<file path="src/rtl/slrd_pkg.sv">
// ----------------------------------------------------------------------------
// slrd_pkg
// Shared types and constants for the skip/literal run row decoder.
// ----------------------------------------------------------------------------
`default_nettype none

package slrd_pkg;

	// fixed field widths
	localparam int BYTE_W     = 8;
	localparam int PORT_W     = 16;
	localparam int CFG_W      = 16;
	localparam int CFG_IDX_W  = 1;
	localparam int RUN_W      = 7;

	// code byte layout
	localparam logic [RUN_W-1:0] RUN_MASK = 7'h7F;
	localparam int               SKIP_BIT = 7;

	// register indexes
	localparam logic [CFG_IDX_W-1:0] REG_ROW_BYTES  = 1'b0;
	localparam logic [CFG_IDX_W-1:0] REG_FRAME_ROWS = 1'b1;

	// one decoded result
	typedef struct packed {
		logic              pixel_valid;
		logic [PORT_W-1:0] pixel_column;
		logic [PORT_W-1:0] pixel_row;
		logic [BYTE_W-1:0] pixel_value;
		logic              frame_done;
	} result_t;

endpackage

`default_nettype wire

</file>
<file path="src/rtl/slrd_core.sv">
// ----------------------------------------------------------------------------
// slrd_core
// Decoder state, configuration registers and the per-byte step logic.
// ----------------------------------------------------------------------------
`default_nettype none

module slrd_core
	import slrd_pkg::*;
#(
	parameter int COORD_WIDTH = 16
) (
	input  wire logic                 clk,
	input  wire logic                 arst_n,
	input  wire logic                 cfg_we,
	input  wire logic [CFG_IDX_W-1:0] cfg_index,
	input  wire logic [CFG_W-1:0]     cfg_wdata,
	input  wire logic                 step,
	input  wire logic [BYTE_W-1:0]    in_byte,
	output result_t                   result
);

	localparam int CMP_W = PORT_W + 1;

	logic [CFG_W-1:0]       row_bytes_q;
	logic [CFG_W-1:0]       frame_rows_q;
	logic                   lit_q;
	logic [RUN_W-1:0]       left_q;
	logic [COORD_WIDTH-1:0] col_q;
	logic [COORD_WIDTH-1:0] row_q;

	logic                   lit_d;
	logic [RUN_W-1:0]       left_d;
	logic [COORD_WIDTH-1:0] col_d;
	logic [COORD_WIDTH-1:0] row_d;

	logic [COORD_WIDTH-1:0] col_adv;
	logic [COORD_WIDTH-1:0] row_inc;
	logic [RUN_W-1:0]       left_dec;
	logic [RUN_W-1:0]       run;
	logic [RUN_W-1:0]       run_clip;
	logic [CMP_W-1:0]       room;
	logic                   skip;
	logic                   lit_start;
	logic                   row_end;
	logic                   frame_end;

	// configuration registers
	always_ff @(posedge clk or negedge arst_n) begin
		if (!arst_n) begin
			row_bytes_q  <= CFG_W'(1);
			frame_rows_q <= CFG_W'(1);
		end else if (cfg_we) begin
			unique case (cfg_index)
				REG_ROW_BYTES:  row_bytes_q  <= cfg_wdata;
				REG_FRAME_ROWS: frame_rows_q <= cfg_wdata;
				default: ;
			endcase
		end
	end

	// code byte: clip run to room left in the row
	assign run  = in_byte[RUN_W-1:0] & RUN_MASK;
	assign skip = in_byte[SKIP_BIT];
	assign room = (CMP_W'(col_q) < CMP_W'(row_bytes_q)) ?
		(CMP_W'(row_bytes_q) - CMP_W'(col_q)) : '0;
	assign run_clip  = (CMP_W'(run) > room) ? room[RUN_W-1:0] : run;
	assign lit_start = !skip && (run_clip != '0);

	// literal byte helpers
	assign left_dec = left_q - RUN_W'(1);
	assign row_inc  = row_q + COORD_WIDTH'(1);

	// next column, then row end check
	always_comb begin
		if (lit_q) begin
			col_adv = col_q + COORD_WIDTH'(1);
			row_end = CMP_W'(col_adv) >= CMP_W'(row_bytes_q);
		end else begin
			col_adv = skip ? (col_q + COORD_WIDTH'(run_clip)) : col_q;
			row_end = !lit_start && (CMP_W'(col_adv) >= CMP_W'(row_bytes_q));
		end
	end

	assign frame_end = row_end && (CMP_W'(row_inc) >= CMP_W'(frame_rows_q));

	// next state
	always_comb begin
		if (lit_q) begin
			lit_d  = left_dec != '0;
			left_d = left_dec;
		end else begin
			lit_d  = lit_start;
			left_d = lit_start ? run_clip : left_q;
		end
		col_d = col_adv;
		row_d = row_q;
		if (row_end) begin
			col_d  = '0;
			lit_d  = 1'b0;
			left_d = '0;
			row_d  = frame_end ? '0 : row_inc;
		end
	end

	// decoder state
	always_ff @(posedge clk or negedge arst_n) begin
		if (!arst_n) begin
			lit_q  <= 1'b0;
			left_q <= '0;
			col_q  <= '0;
			row_q  <= '0;
		end else if (step) begin
			lit_q  <= lit_d;
			left_q <= left_d;
			col_q  <= col_d;
			row_q  <= row_d;
		end
	end

	// result of this byte
	always_comb begin
		result.pixel_valid  = lit_q;
		result.pixel_column = lit_q ? PORT_W'(col_q) : '0;
		result.pixel_row    = lit_q ? PORT_W'(row_q) : '0;
		result.pixel_value  = lit_q ? in_byte : '0;
		result.frame_done   = frame_end;
	end

endmodule

`default_nettype wire

</file>
<file path="src/rtl/slrd_out_reg.sv">
// ----------------------------------------------------------------------------
// slrd_out_reg
// Result register holding one decoded request until the sink takes it.
// ----------------------------------------------------------------------------
`default_nettype none

module slrd_out_reg
	import slrd_pkg::*;
(
	input  wire logic    clk,
	input  wire logic    arst_n,
	input  wire logic    load,
	input  wire result_t result_d,
	input  wire logic    out_stall,
	output logic         out_valid,
	output result_t      result_q
);

	logic valid_q;

	// occupancy
	always_ff @(posedge clk or negedge arst_n) begin
		if (!arst_n) begin
			valid_q <= 1'b0;
		end else if (load) begin
			valid_q <= 1'b1;
		end else if (!out_stall) begin
			valid_q <= 1'b0;
		end
	end

	// payload
	always_ff @(posedge clk) begin
		if (load) begin
			result_q <= result_d;
		end
	end

	assign out_valid = valid_q;

endmodule

`default_nettype wire

</file>
<file path="src/rtl/skip_literal_rle_row_decoder_unit.sv">
// ----------------------------------------------------------------------------
// skip_literal_rle_row_decoder_unit
// Output: the result of an accepted byte is registered and shows at the outputs in the next cycle.
// Throughput: one byte per cycle while in_stall is low; the column/row next state is combinational.
// The input stalls only while a held result is itself stalled.
// Reset: asynchronous; clears decoder state, sets row_bytes and frame_rows to 1.
// ----------------------------------------------------------------------------
`default_nettype none

module skip_literal_rle_row_decoder_unit
	import slrd_pkg::*;
#(
	parameter int COORD_WIDTH = 16
) (
	input  wire logic                 clk,
	input  wire logic                 arst_n,
	input  wire logic                 cfg_we,
	input  wire logic [CFG_IDX_W-1:0] cfg_index,
	input  wire logic [CFG_W-1:0]     cfg_wdata,
	input  wire logic                 in_valid,
	output logic                      in_stall,
	input  wire logic [BYTE_W-1:0]    in_byte,
	output logic                      out_valid,
	input  wire logic                 out_stall,
	output logic                      pixel_valid,
	output logic [PORT_W-1:0]         pixel_column,
	output logic [PORT_W-1:0]         pixel_row,
	output logic [BYTE_W-1:0]         pixel_value,
	output logic                      frame_done
);

	logic    in_accept;
	result_t step_result;
	result_t held_result;

	// accept while the result register is free or draining
	assign in_stall  = out_valid && out_stall;
	assign in_accept = in_valid && !in_stall;

	slrd_core #(
		.COORD_WIDTH(COORD_WIDTH)
	) u_core (
		.clk       (clk),
		.arst_n    (arst_n),
		.cfg_we    (cfg_we),
		.cfg_index (cfg_index),
		.cfg_wdata (cfg_wdata),
		.step      (in_accept),
		.in_byte   (in_byte),
		.result    (step_result)
	);

	slrd_out_reg u_out (
		.clk       (clk),
		.arst_n    (arst_n),
		.load      (in_accept),
		.result_d  (step_result),
		.out_stall (out_stall),
		.out_valid (out_valid),
		.result_q  (held_result)
	);

	// result fields
	assign pixel_valid  = held_result.pixel_valid;
	assign pixel_column = held_result.pixel_column;
	assign pixel_row    = held_result.pixel_row;
	assign pixel_value  = held_result.pixel_value;
	assign frame_done   = held_result.frame_done;

endmodule

`default_nettype wire
</file>
<file path="config.mk">
export PLATFORM = sky130hd
export DESIGN_NAME = skip_literal_rle_row_decoder_unit
export DESIGN_NICKNAME = d
export VERILOG_FILES = /design/src/rtl/slrd_pkg.sv /design/src/rtl/slrd_core.sv /design/src/rtl/slrd_out_reg.sv /design/src/rtl/skip_literal_rle_row_decoder_unit.sv
export SDC_FILE = /design/constraint.sdc
export NUM_CORES = 1
export LEC_CHECK = 0
export BUFFER_PORTS_ARGS = -buffer_cell sky130_fd_sc_hd__buf_2
export CAP_MARGIN = 20
export CORE_AREA = 3 3 160 162
export DETAILED_ROUTE_END_ITERATION = 8
export DIE_AREA = 0 0 163 165
export GPL_ROUTABILITY_DRIVEN = 0
export PLACE_DENSITY = 0.57
export SLEW_MARGIN = 0
export SYNTH_ARGS = -nofsm -noshare
export SYNTH_HDL_FRONTEND = slang
export SYNTH_SLANG_ARGS = --single-unit
</file>
<file path="constraint.sdc">
create_clock -name clk -period 8.7 [get_ports clk]
set_input_delay 0 -clock clk [delete_from_list [all_inputs] [get_ports clk]]
set_output_delay 0 -clock clk [all_outputs]
set_load 0.02 [all_outputs]
</file>
==> flow_summary_export.csv, run 1 <==
group,metric,value,unit
sta,clock_skew,0.0109,ns
clock_tree,cts_buffers,17,
critical_path,slowest_delay,0.48,ns
cells_and_area,area_growth,21.0,%
routing,routed-via-count,7143,
placement,preCtsSetupSlack,0.0955,ns
sta,min_period_over_period,0.956,
floorplanning,io-pin-count,74,
logic_synthesis,synth-simple-area-share,0.158,
sta,hold_violations,0,
cells_and_area,num-fill-cells,2390,
floorplanning,core_area,24200,sq um
clock_tree,tritoncts,"built",
global_route,use_met2,0.286,
routing,drt-wirelength-per-cell,18.7,microns
routing,route.detailed.drc,0,
power_and_ir_drop,clkPwrFrac,0.200,
cells_and_area,mostFrequentLayoutCells,"77 x ha_1, 72 x buf_2, 69 x inv_1, 69 x dfrtp_1, 68 x nand2_1",
critical_path,required,9.04,ns
critical_path,startpoint_type,"register",
logic_synthesis,synth-edff-count,42,
logic_synthesis,ys_seq_area_frac,0.367,
logic_synthesis,synth-compound-area-share,0.194,
logic_synthesis,synth.avg_cell_area,9.56,sq um
cells_and_area,final_common_cell,"ha_1",
routing,ant_nets,0,
logic_synthesis,synth.net_count,997,
routing,finalWirelength,24.9,mm
routing,dr.first_iter.drc_count,737,
clock_tree,htreeDepth,4,
critical_path,crit_family,"compound AO/OA/AOI/OAI gates",
clock_tree,ctsLongestPathBuffers,2,
critical_path,cp_common_cell,"a21o_1",
floorplanning,die_x,163,microns
global_route,overflow,0,
cells_and_area,diodes,0,
critical_path,cp_slowest_cell,"a311o_2",
logic_synthesis,async_reset_ff_frac,0.635,
floorplanning,initial_core_util,0.348,
power_and_ir_drop,power_density,347,nW/um^2
critical_path,path_max_fanout,9,
logic_synthesis,synth_cell_type_count,76,
sta,setup_ws,0.386,ns
sta,slew_violations,0,
global_route,antenna_found_initial,0,
routing,via_per_inst,5.37,
power_and_ir_drop,power,3.54,mW
critical_path,cp_num_buf_inv,5,
critical_path,end_kind,"register",
sta,worstMarginPinSlew,1.02,ns
global_route,grt_use_met1,0.277,
run_status,status,"complete, no violations",
logic_synthesis,netlist_area,8430,sq um
cells_and_area,nNetsFinal,1109,
logic_synthesis,synth-xor-area-share,0.0571,
power_and_ir_drop,p_comb_frac,0.567,
sta,fin_worst_hold_slack,0.0259,ns
job,cap_violations,0,
global_route,grt_pass1_wl,39.5,mm
global_route,grt_pass1_vias,6921,
clock_tree,cts-root-buf,"clkbuf_16",
placement,portBuffers,73,
power_and_ir_drop,p_leak,4.50,nW
sta,setup_violations,0,
clock_tree,cts.reportedPaths.clkPinSlew,0.06,ns
sta,period_minus_slack,8.31,ns
logic_synthesis,synth.area.mux_share,0.0461,
routing,firstDrtPassIters,5,
critical_path,arrival,8.66,ns
global_route,grt_max_degree,67,
floorplanning,dieArea,26900,sq um
floorplanning,fp.dieH,165,microns
floorplanning,rows,57,
clock_tree,clk_latency,0.43,ns
placement,dp.final_hpwl,18.6,mm
power_and_ir_drop,irDropWorstVdd,0.165,mV
sta,max-slew-margin-rel,0.317,
clock_tree,cts_sinks,115,
logic_synthesis,postSynthCellCount,882,
hold_path,hold_class,"input pin to register",
logic_synthesis,yosys_warnings,0,
power_and_ir_drop,power_switching,1.62,mW
logic_synthesis,synth_ff_type,"dfrtp_1",
sta,fmax,120,MHz
clock_tree,post-cts-setup-buffers,0,
global_route,met3_usage,0.0306,
power_and_ir_drop,intPower,1.92,mW
power_and_ir_drop,swShare,0.457,
logic_synthesis,synth-seq-cells,115,
cells_and_area,drive_gt1_frac,0.193,
logic_synthesis,synth_top_family_by_area,"compound AO/OA/AOI/OAI gates",
global_route,grt.total_usage,0.189,
global_route,grt_busiest_layer,"met2",
power_and_ir_drop,seqPwrFrac,0.233,
critical_path,path_class,"register to register",
logic_synthesis,yosys.area_share.adder,0.128,
[through the flow]
step	TNS, ns	cells	instance area (sq um)	util
after floorplan	0	882	8430	-
after global placement	0	1270	9250	0.381
after detailed placement	0	1270	9250	0.381
after CTS	0	1329	10100	0.417
after global routing	-0.0236	1331	10200	0.421
final	0	1331	10200	0.421
[timing repair]
| action | CTS | global route |
|---|---|---|
| setup endpoints to repair | 0 | 40 |
| resized for setup | 0 | 24 |
| hold endpoints to repair | 111 | 2 |
| hold buffers | 27 | 1 |
[tightest hold or removal path, stage by stage]
cell	delay, ns
buf_2	0.10
nor2b_2	0.18
o21ai_0	0.13
[per-layer routing]
layer / vias to the layer above / share of wire
li1: 3462 / -
met1: 3385 / 0.48
met2: 266 / 0.43
met5: - / 0
met3: 30 / 0.067
met4: 0 / 0.017
[worst paths after layout]
kind,start,end,slack (ns),depth (start not counted)
min,cfg_we,u_core.row_bytes_q[15],0.03,3
max,u_core.col_q[4],u_core.row_q[7],0.39,37
max in group asynchronous,arst_n,u_core.col_q[9],7.67,3
max reg2reg,u_core.col_q[4],u_core.row_q[7],0.39,37
min reg2reg,u_core.frame_rows_q[15],u_core.frame_rows_q[15],0.51,1
min in group asynchronous,arst_n,u_core.row_bytes_q[3],0.34,3
[power by group through the flow]
stage	logic, mW	clock network [mW]	registers (mW)
finish	2.01	0.709	0.824
global route	2.22	0.745	0.839
CTS	1.96	0.721	0.819
detailed placement	1.93	0	0.828
global placement	1.93	0	0.826
floorplan	1.36	0	0.838
[cells by family after synthesis]
kind of cell,count (synthesis)
and+or+nand+nor,263
AOI/OAI and AO/OA,222
DFF,115
buffers and inverters,108
adders and majority gates,85
xor gates and xnor gates,55
muxes,34
[cell type report]
cell class | instances | area, sq um | area share
multi-input combinational | 659 | 4980 | 0.489
sequential | 115 | 3090 | 0.303
timing repair buffer | 126 | 843 | 0.0827
clock buffer | 18 | 450 | 0.0442
tap | 324 | 405 | 0.0397
inverter | 75 | 282 | 0.0276
clock inverter | 14 | 141 | 0.0139
[cell usage after synthesis (all sizes together) (3+ instances only)]
library cell  count  area share
a2111oi           5      0.0059
a211o             6      0.0062
a211oi            7      0.0092
a21boi           10      0.0089
a21o             20       0.018
a21oi            37       0.022
a221o             5      0.0059
a221oi            3      0.0039
a22o              3      0.0031
a311o             5      0.0059
a311oi            6      0.0070
a31oi             6      0.0052
a32o              6      0.0071
and2             26       0.019
and3             17       0.013
and4              3      0.0031
buf               8      0.0058
clkbuf           25       0.011
clkinv            4      0.0018
dfrtp            71        0.21
edfxtp           42        0.15
ha               83        0.12
inv              71       0.032
mux2             24       0.034
mux2i            10       0.012
nand2            68       0.030
nand2b           13      0.0096
nand3            22       0.015
nand4            15       0.014
nor2             60       0.027
nor2b             7      0.0052
nor3             14      0.0089
nor4              7      0.0052
o211ai            9      0.0086
o21a              6      0.0053
o21ai            45       0.027
o21bai            3      0.0027
o22ai            13      0.0096
o2bb2ai           4      0.0042
o31ai             6      0.0053
o41ai             3      0.0053
or3               6      0.0045
xnor2            46       0.048
xor2              9      0.0093
[state kept, by name (all words and copies together) (netlist names)]
signal               cells
u_core.row_q            16
u_core.left_q            7
u_core.row_bytes_q      16
u_core.col_q            16
u_core.frame_rows_q     16
u_core.lit_q             1
u_out.result_q          42
u_out.out_valid          1
Note: power is estimated with default switching activity, not from simulation.
==> inputs of run 2 (changes only) <==
Settings changed: BUFFER_PORTS_ARGS -buffer_cell sky130_fd_sc_hd__buf_2 to unset, CORE_AREA 3 3 160 162 to 3 3 136 190, DIE_AREA 0 0 163 165 to 0 0 139 193, DONT_BUFFER_PORTS set to 1, PLACE_DENSITY 0.57 to 0.54.
==> run 2 against run 1 <==
Utilization down 1.2 points. Clock power down 2%. Worst setup slack better by 0.061 ns. Maximum frequency up 0.74%. Critical path type unchanged. Largest cell class unchanged.
==> flow_summary_export.csv, run 2 (synthesized netlist as in run 1, its figures left out) <==
group,metric,value,unit
run_status,status,"complete, no violations",
power_and_ir_drop,p_comb_frac,0.556,
cells_and_area,drive_gt1_frac,0.134,
critical_path,arrival,8.60,ns
cells_and_area,final_core_util,0.409,
hold_path,hold_class,"input pin to register",
critical_path,path_max_fanout,12,
clock_tree,cts.reportedPaths.clkPinSlew,0.06,ns
sta,min_period_over_period,0.949,
routing,dr.first_iter.drc_count,430,
cells_and_area,area_growth,17.0,%
power_and_ir_drop,p_leak,4.24,nW
cells_and_area,final_common_cell,"ha_1",
critical_path,startpoint_type,"register",
power_and_ir_drop,power_switching,1.57,mW
cells_and_area,registers.top_by_ff_count,"u_out.result_q",
sta,setup_violations,0,
global_route,grt_max_degree,74,
cells_and_area,largest_register_ffs,42,
cells_and_area,diodes,0,
global_route,grt_pass1_wl,40.4,mm
sta,slew_violations,0,
clock_tree,htreeDepth,4,
floorplanning,io-pin-count,74,
global_route,antenna_found_initial,0,
critical_path,path_class,"register to register",
global_route,grt.total_usage,0.193,
power_and_ir_drop,power,3.51,mW
sta,max-slew-margin-rel,0.430,
routing,route.detailed.drc,0,
floorplanning,rows,67,
routing,firstDrtPassIters,6,
floorplanning,dieArea,26800,sq um
clock_tree,clk_latency,0.43,ns
critical_path,cp_common_cell,"ha_1",
sta,period_minus_slack,8.25,ns
clock_tree,tritoncts,"built",
power_and_ir_drop,seqPwrFrac,0.246,
critical_path,end_kind,"register",
clock_tree,cts-root-buf,"clkbuf_16",
power_and_ir_drop,intPower,1.93,mW
clock_tree,cts_sinks,115,
placement,dp.final_hpwl,19.1,mm
power_and_ir_drop,power_density,355,nW/um^2
routing,via_per_inst,5.55,
floorplanning,initial_core_util,0.349,
clock_tree,ctsLongestPathBuffers,2,
job,cap_violations,0,
sta,rsz0062_at_grt,"no",
sta,hold_violations,0,
global_route,overflow,0,
floorplanning,core_area,24100,sq um
sta,fmax,121,MHz
global_route,grt_pass1_vias,7175,
cells_and_area,nNetsFinal,1043,
routing,finalWirelength,25.6,mm
sta,setup_ws,0.448,ns
floorplanning,fp.dieH,193,microns
power_and_ir_drop,clkPwrFrac,0.197,
cells_and_area,finalNonFillerCells,1251,
floorplanning,die_x,139,microns
power_and_ir_drop,swShare,0.449,
sta,worstMarginPinSlew,0.834,ns
cells_and_area,mostFrequentLayoutCells,"79 x ha_1, 69 x dfrtp_1, 68 x nand2_1, 68 x inv_1, 59 x nor2_1",
clock_tree,cts_buffers,17,
routing,ant_nets,0,
critical_path,cp_slowest_cell,"a311o_2",
critical_path,required,9.05,ns
power_and_ir_drop,irDropWorstVdd,0.133,mV
routing,routed-via-count,6945,
sta,clock_skew,0.00820,ns
placement,portBuffers,0,
routing,drt-wirelength-per-cell,20.5,microns
critical_path,slowest_delay,0.48,ns
placement,dpl.cell_count,1189,
placement,preCtsSetupSlack,-0.0931,ns
## run 2: what timing repair did
action / in CTS / in global routing
buffers inserted: 0 / 1
setup endpoints to repair: 20 / 40
resized for setup: 1 / 20
pin swaps: 0 / 1
hold buffers: 29 / 0
hold endpoints to repair: 129 / 0
## run 2: layout make-up
type	count	area, sq um
Clock buffer	18	439
Clock inverter	14	138
Fill cell	2347	14300
Inverter	75	282
Multi-Input combinational cell	659	4970
Sequential cell	115	3090
Tap cell	310	388
Timing Repair Buffer	60	553
## run 2: through the flow
stage / cell area (sq um) / TNS [ns] / hold slack, ns
2_1_floorplan: 8430 / 0 / -0.296
3_3_place_gp: 8920 / 0 / -0.292
3_5_place_dp: 8920 / -1.08 / -0.292
4_1_cts: 9810 / 0 / 0.00946
5_1_grt: 9870 / 0 / 0.0279
6_report: 9870 / 0 / 0.0221
## run 2: layer usage
layer | global-route usage | vias up | part of all wire | wire [microns]
met4 | 0.0934 | 0 | 0.041 | 1050
met1 | 0.213 | 3369 | 0.38 | 9810
li1 | - | 3303 | - | -
met5 | 0 | - | 0 | 0
met3 | 0.0286 | 65 | 0.040 | 1020
met2 | 0.365 | 208 | 0.54 | 13700
## run 2: final timing paths
path	startpoint	endpoint	slack, ns	depth (start not counted)
worst max-delay path	u_core.col_q[14]	u_core.row_q[7]	0.45	37
min in group asynchronous	arst_n	u_core.left_q[6]	0.11	2
max in group asynchronous	arst_n	u_core.col_q[13]	8.20	2
worst max register to register	u_core.col_q[14]	u_core.row_q[7]	0.45	37
worst min register to register	u_core.frame_rows_q[3]	u_core.frame_rows_q[3]	0.50	1
worst min-delay path	cfg_index	u_core.row_bytes_q[10]	0.02	3
## run 2: worst max-delay path: cells and delay by family (launching register included)
family,cells,cell delay [ns]
xor+xnor,1,0.16
simple gates,12,2.35
compound gates,15,3.22
fa+ha+maj,5,1.58
buf+inv,4,0.42
flops,1,0.42
## run 2: power groups by stage
stage                     logic (mW)  registers, mW  clock network, mW
after floorplan                 1.36          0.838                  0
after global placement          1.87          0.869                  0
after detailed placement        1.88          0.870                  0
after CTS                       1.92          0.863              0.706
after global routing            2.15          0.881              0.731
final                           1.95          0.864              0.692
==> inputs of run 3 (changes only) <==
Settings changed: BUFFER_PORTS_ARGS set to -buffer_cell sky130_fd_sc_hd__buf_2, CTS_BUF_LIST set to sky130_fd_sc_hd__clkbuf_4 sky130_fd_sc_hd__clkbuf_8, DONT_BUFFER_PORTS 1 to unset, PLACE_DENSITY 0.54 to 0.57.
==> run 3 against run 2 <==
Global-route usage decreased by 0.42 points. Sequential power down 5.2%. Register-to-register slack barely moved. Clock power is 30% lower. Die area unchanged. First-iteration DRC count rose by 32%. Combinational power up 3%. Utilization increased by 0.76 points. Worst setup slack gained 0.0048 ns. Hold slack better by 0.094 ns. Highest routed layer unchanged.
==> flow_summary_export.csv, run 3 (synthesized netlist as in run 1, its figures left out) <==
group,metric,value,unit
run_status,status,"complete, no violations",
sta,hold_violations,0,
cells_and_area,mostFrequentLayoutCells,"80 x ha_1, 72 x buf_2, 71 x dfrtp_1, 69 x inv_1, 68 x nand2_1",
critical_path,arrival,8.61,ns
critical_path,slowest_delay,0.50,ns
critical_path,crit_family,"compound AO/OA/AOI/OAI gates",
clock_tree,cts.reportedPaths.clkPinSlew,0.07,ns
cells_and_area,drive_gt1_frac,0.198,
cells_and_area,registers.top_by_ff_count,"u_out.result_q",
clock_tree,ctsLongestPathBuffers,2,
power_and_ir_drop,p_leak,4.47,nW
power_and_ir_drop,irDropWorstVdd,0.121,mV
sta,min_period_over_period,0.948,
sta,setup_violations,0,
global_route,overflow,0,
floorplanning,die_x,139,microns
sta,fmax,121,MHz
placement,preCtsSetupSlack,0.0985,ns
cells_and_area,final_core_util,0.416,
routing,dr.first_iter.drc_count,567,
routing,via_per_inst,5.41,
sta,max-slew-margin-rel,0.444,
clock_tree,cts_sinks,115,
floorplanning,dieArea,26800,sq um
cells_and_area,area_growth,19.2,%
critical_path,cp.depth,37,
floorplanning,fp.dieH,193,microns
placement,portBuffers,73,
hold_path,hold-path-cell-count,5,
placement,dpl.cell_count,1270,
global_route,grt_pass1_vias,7238,
global_route,antenna_found_initial,0,
critical_path,end_kind,"register",
routing,finalWirelength,25.3,mm
cells_and_area,final_common_cell,"ha_1",
routing,ant_nets,0,
power_and_ir_drop,power,3.32,mW
floorplanning,initial_core_util,0.349,
routing,routed-via-count,7195,
power_and_ir_drop,power_density,330,nW/um^2
sta,slew_violations,0,
clock_tree,cts_buffers,17,
floorplanning,core_area,24100,sq um
clock_tree,tritoncts,"built",
job,cap_violations,0,
routing,firstDrtPassIters,5,
critical_path,cp_num_buf_inv,5,
clock_tree,post-cts-setup-buffers,0,
critical_path,cp_slowest_cell,"nor4_1",
global_route,grt.total_usage,0.189,
cells_and_area,finalNonFillerCells,1330,
critical_path,cp_common_cell,"ha_1",
clock_tree,clk_latency,0.45,ns
critical_path,path_max_fanout,12,
cells_and_area,diodes,0,
sta,setup_ws,0.452,ns
routing,drt-wirelength-per-cell,19.0,microns
floorplanning,rows,67,
critical_path,path_class,"register to register",
cells_and_area,nNetsFinal,1122,
sta,fin_worst_hold_slack,0.116,ns
sta,clock_skew,0.0141,ns
critical_path,r2r_cells,37,
hold_path,hold_class,"input pin to register",
global_route,grt_max_degree,74,
clock_tree,htreeDepth,4,
critical_path,required,9.06,ns
sta,period_minus_slack,8.25,ns
clock_tree,cts-root-buf,"clkbuf_8",
critical_path,startpoint_type,"register",
global_route,grt_pass1_wl,39.8,mm
cells_and_area,largest_register_ffs,42,
floorplanning,io-pin-count,74,
placement,dp.final_hpwl,19.2,mm
sta,worstMarginPinSlew,0.831,ns
routing,route.detailed.drc,0,
==> run 3: cell count changes in the layout (fill, tap and decap cells not counted), moves of 2 or more <==
cell / delta
a21oi_1: -2
clkbuf_8: +16
dfrtp_2: -2
clkbuf_16: -17
buf_4: +9
clkbuf_4: +3
a21oi_2: +2
dfrtp_1: +2
buf_2: +72
==> run 3: through the flow <==
| stage | setup TNS, ns | area [sq um] |
|---|---|---|
| final | 0 | 10000 |
| after global routing | -0.0579 | 10000 |
| after CTS | 0 | 9970 |
| after detailed placement | 0 | 9330 |
| after global placement | 0 | 9330 |
| after floorplan | 0 | 8430 |
==> run 3: final timing paths <==
path | start | to | slack [ns]
hold reg to reg | u_core.frame_rows_q[9] | u_core.frame_rows_q[9] | 0.51
min in group asynchronous | arst_n | u_core.frame_rows_q[1] | 0.52
setup reg to reg | u_core.col_q[10] | u_core.row_q[9] | 0.45
max in group asynchronous | arst_n | u_core.frame_rows_q[8] | 7.58
setup / recovery | u_core.col_q[10] | u_core.row_q[9] | 0.45
hold / removal | cfg_index | u_core.row_bytes_q[0] | 0.12
==> run 3: final cells by class <==
class / instances / area (sq um)
Fill cell: 2395 / 14100
Multi-Input combinational cell: 659 / 4960
Sequential cell: 115 / 3090
Timing Repair Buffer: 139 / 951
Tap cell: 310 / 388
Inverter: 75 / 282
Clock buffer: 20 / 256
Clock inverter: 12 / 116
==> run 3: repair_timing <==
| item | 4_1_cts | 5_1_grt |
|---|---|---|
| endpoints found under the hold margin | 111 | 10 |
| resized for setup | 0 | 17 |
| hold buffers | 26 | 1 |
| setup endpoints to repair | 0 | 40 |
==> run 3: layer usage <==
layer / track usage / vias to the layer above / wire length, microns
li1: - / 3469 / -
met1: 0.214 / 3433 / 10100
met2: 0.349 / 221 / 13200
met3: 0.0281 / 72 / 916
met4: 0.0930 / 0 / 1130
met5: 0 / - / 0
==> run 3: worst reg2reg max path, delay by kind of cell, from the launching register on <==
family	cells	cell delay (ns)
XOR/XNOR	1	0.17
flip-flops	1	0.38
AO/OA/AOI/OAI	16	3.30
AND/OR/NAND/NOR	11	2.23
adder cells (fa/ha/maj)	4	1.12
buffers and inverters	5	0.96
==> run 3: report_power, final <==
group / internal (mW) / leakage (nW) / switching [mW]
Sequential: 0.705 / 1.31 / 0.113
Combinational: 0.824 / 2.97 / 1.19
Clock: 0.259 / 0.191 / 0.228
Total: 1.79 / 4.47 / 1.53
